==> src/hw/rtl/dvrt_pkg.sv <==
// Shared types and constants for the distance-vector route table.
package dvrt_pkg;

    localparam int IN_DATA_W  = 160;
    localparam int OUT_DATA_W = 136;
    localparam int USER_W     = 2;
    localparam int HOPS_W     = 8;
    localparam logic [HOPS_W-1:0] MAX_HOPS_RST = 8'd16;

    typedef enum logic [1:0] {
        OP_UPDATE   = 2'd0,
        OP_WITHDRAW = 2'd1,
        OP_LOOKUP   = 2'd2,
        OP_NONE     = 2'd3
    } t_opcode;

    typedef enum logic [1:0] {
        ST_DONE     = 2'd0,
        ST_HOP_HIGH = 2'd1,
        ST_FULL     = 2'd2,
        ST_NO_ROUTE = 2'd3
    } t_status;

    typedef struct packed {
        logic [31:0]        lookup_ip;
        logic [7:0]         route_hop;
        logic [47:0]        route_mac;
        logic signed [7:0]  route_device;
        logic [31:0]        route_mask;
        logic [31:0]        route_dest;
    } t_in_data;

    typedef struct packed {
        logic [6:0]         pad;
        logic [7:0]         found_hop;
        logic [47:0]        found_mac;
        logic signed [7:0]  found_device;
        logic [31:0]        found_mask;
        logic [31:0]        found_dest;
        logic               route_found;
    } t_out_data;

    typedef struct packed {
        logic               valid;
        logic [7:0]         hop;
        logic [47:0]        mac;
        logic signed [7:0]  device;
        logic [31:0]        mask;
        logic [31:0]        dest;
    } t_slot;

    typedef struct packed {
        logic clr;
        logic load;
        logic scan;
        logic commit;
    } t_dp_cmd;

    typedef struct packed {
        logic idx_last;
        logic out_free;
    } t_dp_sts;

endpackage

==> src/hw/rtl/dvrt_ctrl.sv <==
// Controller state machine sequencing clear, scan and commit of the route table.
module dvrt_ctrl
    import dvrt_pkg::*;
(
    input  logic    i_clk,
    input  logic    i_rst_n,
    input  logic    i_in_valid,
    output logic    o_in_ready,
    output t_dp_cmd o_cmd,
    input  t_dp_sts i_sts
);

    typedef enum logic [4:0] {
        S_CLEAR  = 5'b00001,
        S_IDLE   = 5'b00010,
        S_SCAN   = 5'b00100,
        S_WAIT   = 5'b01000,
        S_COMMIT = 5'b10000
    } t_state;

    t_state r_state;
    t_state n_state;

    always_ff @(posedge i_clk) begin
        if (!i_rst_n) begin
            r_state <= S_CLEAR;
        end else begin
            r_state <= n_state;
        end
    end

    always_comb begin
        n_state     = r_state;
        o_in_ready  = 1'b0;
        o_cmd       = '0;
        case (r_state)
            S_CLEAR: begin
                o_cmd.clr = 1'b1;
                if (i_sts.idx_last) begin
                    n_state = S_IDLE;
                end
            end
            S_IDLE: begin
                o_in_ready = 1'b1;
                if (i_in_valid) begin
                    o_cmd.load = 1'b1;
                    n_state    = S_SCAN;
                end
            end
            S_SCAN: begin
                o_cmd.scan = 1'b1;
                if (i_sts.idx_last) begin
                    n_state = S_WAIT;
                end
            end
            S_WAIT: begin
                n_state = S_COMMIT;
            end
            S_COMMIT: begin
                if (i_sts.out_free) begin
                    o_cmd.commit = 1'b1;
                    n_state      = S_IDLE;
                end
            end
            default: begin
                n_state = S_CLEAR;
            end
        endcase
    end

endmodule

==> config.mk <==
export PLATFORM = sky130hd
export DESIGN_NAME = dvrt_ctrl
export DESIGN_NICKNAME = d
export VERILOG_FILES = /design/src/hw/rtl/dvrt_pkg.sv /design/src/hw/rtl/dvrt_ctrl.sv
export SDC_FILE = /design/constraint.sdc
export NUM_CORES = 1
export LEC_CHECK = 0
export BUFFER_PORTS_ARGS = -buffer_cell sky130_fd_sc_hd__buf_4
export CAP_MARGIN = 20
export CORE_AREA = 2 2 39 41
export DETAILED_ROUTE_END_ITERATION = 8
export DIE_AREA = 0 0 41 43
export PLACE_DENSITY_LB_ADDON = 0.1
export SYNTH_ARGS = -nofsm -noshare
export SYNTH_HDL_FRONTEND = slang
export SYNTH_SLANG_ARGS = --single-unit
==> constraint.sdc <==
create_clock -name i_clk -period 2.8 [get_ports i_clk]
set_input_delay 0.28 -clock i_clk [delete_from_list [all_inputs] [get_ports i_clk]]
set_output_delay 0.28 -clock i_clk [all_outputs]
set_load 0.01 [all_outputs]
Yosys cells after proc, flatten, opt, wreduce, memory -nomap -nowiden
Cells that the tools add are included.
{"block": "word_totals", "in_bits": 5, "ff_bits": 5}
{"block": "classes", "n_reduce_logical": 1, "mux": 12, "n_eq_ne": 9}
{"op": "$pmux 5 s5", "count": 1}
{"op": "$mux 5", "count": 4}
{"op": "$ne 2x2->1 const B", "count": 4}
{"op": "$mux 1", "count": 7}
{"op": "$eq 5x1->1 const B", "count": 1}
{"op": "$eq 5x2->1 const B", "count": 1}
{"op": "$eq 5x3->1 const B", "count": 1}
{"op": "$eq 5x4->1 const B", "count": 1}
{"op": "$eq 5x5->1 const B", "count": 1}
{"op": "$reduce_and 4->1", "count": 1}

Depth between registers and ports, before layout
{"block": "logic_depth", "ltp_word": 3, "depth_mapped": 5}

Worst setup path before layout
No wires, ideal clock.
{"block": "synth_path", "path_kind": "flip-flop to output port", "startpoint": "reg r_state[4]", "endpoint": "out o_cmd[2] (netlist name)", "path_stages_with_launch": 6, "arrival_ns": 1.027, "t_required_ns": 2.520, "slack_ns": 1.493, "path_cell_list": "dfxtp_1 buf_4 nor3_2 nand3b_1 inv_1 and2_1"}
{"item": "start, declared", "line_no": "dvrt_ctrl.sv:21", "rtl": "t_state r_state;"}
{"item": "start signal, assigned", "line_no": "dvrt_ctrl.sv:28", "rtl": "r_state <= n_state;"}
{"item": "end, declared", "line_no": "dvrt_ctrl.sv:9", "rtl": "output t_dp_cmd o_cmd,"}

==> run_results.csv <==
group,metric,value,unit
layout,drive_gt1_frac,0.373,
run,drv_cap,0,
timing,tightest_slew,0.414,ns
setup_path,worst-path-stages,5,
route,drc_errors,0,
place,dpl.hpwl,575,µm
timing,fin_setup_tns,0,ns
timing,post-route-min-period,1.68,ns
power,leakage,0.000201,µW
clock_tree,cts-resized-gates,0,
layout,top_regs,"r_state (5)",
global_route,grt-ovfl-total,0,
clock_tree,cts_setup_buffers,0,
floorplanning,die_w,41,µm
clock_tree,clockRootBuffer,"clkbuf_4",
global_route,grt_max_degree,11,
layout,ff_latch_area,100,µm²
clock_tree,cts.path.max_buffers,2,
place,port_buffers,9,
layout,n_antenna_cell,0,
layout,fin_util,0.330,
timing,finalCritPeriodShare,0.599,
clock_tree,cts.sinks,5,
setup_path,reg2regPathDepth,4,
route,drt_first_pass_iters,4,
power,peakVddDrop,0.000368,V
global_route,grtUsageTotal,0.106,
synth,synth_mux_area_frac,0.0261,
route,route.antenna.remaining_nets,0,
layout,fillers,151,
clock_tree,tritoncts,"yes",
timing,setup_violations,0,
setup_path,cp_data_required_time,2.52,ns
setup_path,r2r_setup_slack,1.44,ns
setup_path,critPathArrivalTime,1.40,ns
floorplanning,start_util,0.278,
timing,rsz0062_at_grt,"no",
clock_tree,hold_buffers,0,
synth,yosys.area_share.adder,0,
setup_path,critPathTopFamily,"flip-flops",
worst_hold_path,hp-start,"i_rst_n",
synth,seq_area_frac_synth,0.261,
setup_path,cp.buffers_inverters,2,
synth,synth-compound-area-share,0.182,
route,wl_per_cell,10.8,µm
synth,netlist.area_leader.share,0.261,
synth,ys_ff_latch,5,
synth,yosys_warnings,0,
setup_path,path_max_fanout,10,
timing,final.setup_skew,0.00409,ns
setup_path,r2r-end,"r_state[1]$_SDFFE_PN0P_",
layout,largest_register_ffs,5,
layout,regMostFlops,"r_state",
setup_path,crit_end,"o_cmd[2]",
synth,synthXorXnorAreaFrac,0.0684,
clock_tree,numCtsBuffers,3,
route,routed_wl,723,µm
route,vias_per_cell,4.90,
clock_tree,clk_pin_slew,0.04,ns
floorplanning,rows,14,
synth,syn_avg_cell_area,9.15,µm²
synth,synth.distinct_cells,27,
timing,max_freq,596,MHz
global_route,grt_pass1_vias,308,
clock_tree,worstSkewPairLatency,0.24,ns
timing,hold_viol,0,
floorplanning,core-area,1380,µm²
place,gp_congestion,0.803,
setup_path,startpoint,"r_state[4]$_SDFFE_PN0P_",
timing,timing.hold.ws,0.268,ns
setup_path,path_class,"register to primary output",
layout,syn_to_final_growth,18.9,%
setup_path,crit_chain,"nor3_2, nand3b_1, inv_1, and2_1, buf_4",
synth,syn-cell-area,384,µm²
route,drt_iter0_drc,9,
floorplanning,die_y,43,µm
synth,yosys-top-cells-area,"dfxtp_1, buf_6, xor2_1, nor4_4, o21a_4",
floorplanning,io_pins,10,
synth,netlist_instances,42,
power,power_density,758,nW/µm²
setup_path,crit_path_start_kind,"register",
setup_path,r2r_start,"r_state[2]$_SDFFE_PN0P_",
layout,layout_common_cells,"buf_4, dfxtp_1",
synth,yosys.area_share.simple,0.336,
setup_path,critPathSlowestCell,"dfxtp_1",
floorplanning,die_area,1760,µm²
synth,yosysTopAreaCell,"dfxtp_1",
synth,synth_top_family_by_area,"simple AND/OR/NAND/NOR gates",
clock_tree,cts_max_level,1,
layout,fin_nets,57,
synth,syn_nets,47,
setup_path,worstSetupEndpointType,"primary output",
timing,max-slew-margin-rel,0.723,
layout,layout_commonest_cell,"buf_4",
timing,slew_violations,0,
setup_path,slowest_delay,0.56,ns
worst_hold_path,worst_hold_path_type,"primary input to register",
route,via_count,328,
global_route,antenna_found_initial,0,
run_status,status,"completed",
global_route,grt_pass1_wl,1.26,mm
layout,multi_input_area,235,µm²
-- Yosys cell counts (all sizes together) --
library cell,n
mux2i,1
nand2,3
a22oi,1
nand4,1
and3b,1
o21ai,3
buf,4
nor2,3
nand3b,1
nor2b,1
xor2,3
a31oi,1
and3,3
nor4,3
a21oi,1
a211oi,1
inv,2
o21a,1
and2,1
o41ai,1
nor3,1
dfxtp,5
-- metal layers --
metal | GRT usage | up-vias | part of all wire
met5 | 0 | - | 0
met3 | 0.0157 | 0 | 0.065
met2 | 0.159 | 9 | 0.52
met1 | 0.126 | 151 | 0.41
li1 | - | 168 | -
met4 | 0.0800 | 0 | 0
-- layout make-up --
class | instances | area share
clock buffers | 4 | 0.0575
inverters | 2 | 0.0164
multi-input cells | 31 | 0.515
flip-flops and latches | 5 | 0.219
well taps | 16 | 0.0438
repair buffers | 9 | 0.148
-- stage by stage --
stage	cell area (µm²)	cells	total power (µW)	worst slack, ns
after CTS	457	67	354	1.11
final	457	67	346	1.12
after global placement	430	63	267	1.40
after global routing	457	67	376	1.01
after detailed placement	430	63	268	1.37
after floorplan	384	42	250	1.49
-- worst min-delay path by stage --
stage	endpoint	slack, ns	depth (start not counted)
after floorplan	r_state[0]$_SDFFE_PN1P_	0.38	1
final	r_state[0]$_SDFFE_PN1P_	0.27	2
after detailed placement	r_state[0]$_SDFFE_PN1P_	0.52	2
after global placement	r_state[0]$_SDFFE_PN1P_	0.51	2
after global routing	r_state[0]$_SDFFE_PN1P_	0.29	2
after CTS	r_state[0]$_SDFFE_PN1P_	0.26	2
-- where the power goes --
group          switching [µW]  internal, µW
registers                35.6          86.0
logic                    60.1          82.5
clock network            28.3          53.8
-- cell families (layout without fill, tap and decap cells) --
family	after synthesis	in the layout
compound gates	9	9
xor+xnor	3	3
buf+inv	6	15
flops	5	5
mux	1	1
simple gates	18	18
(Power assumes the default switching activity.)
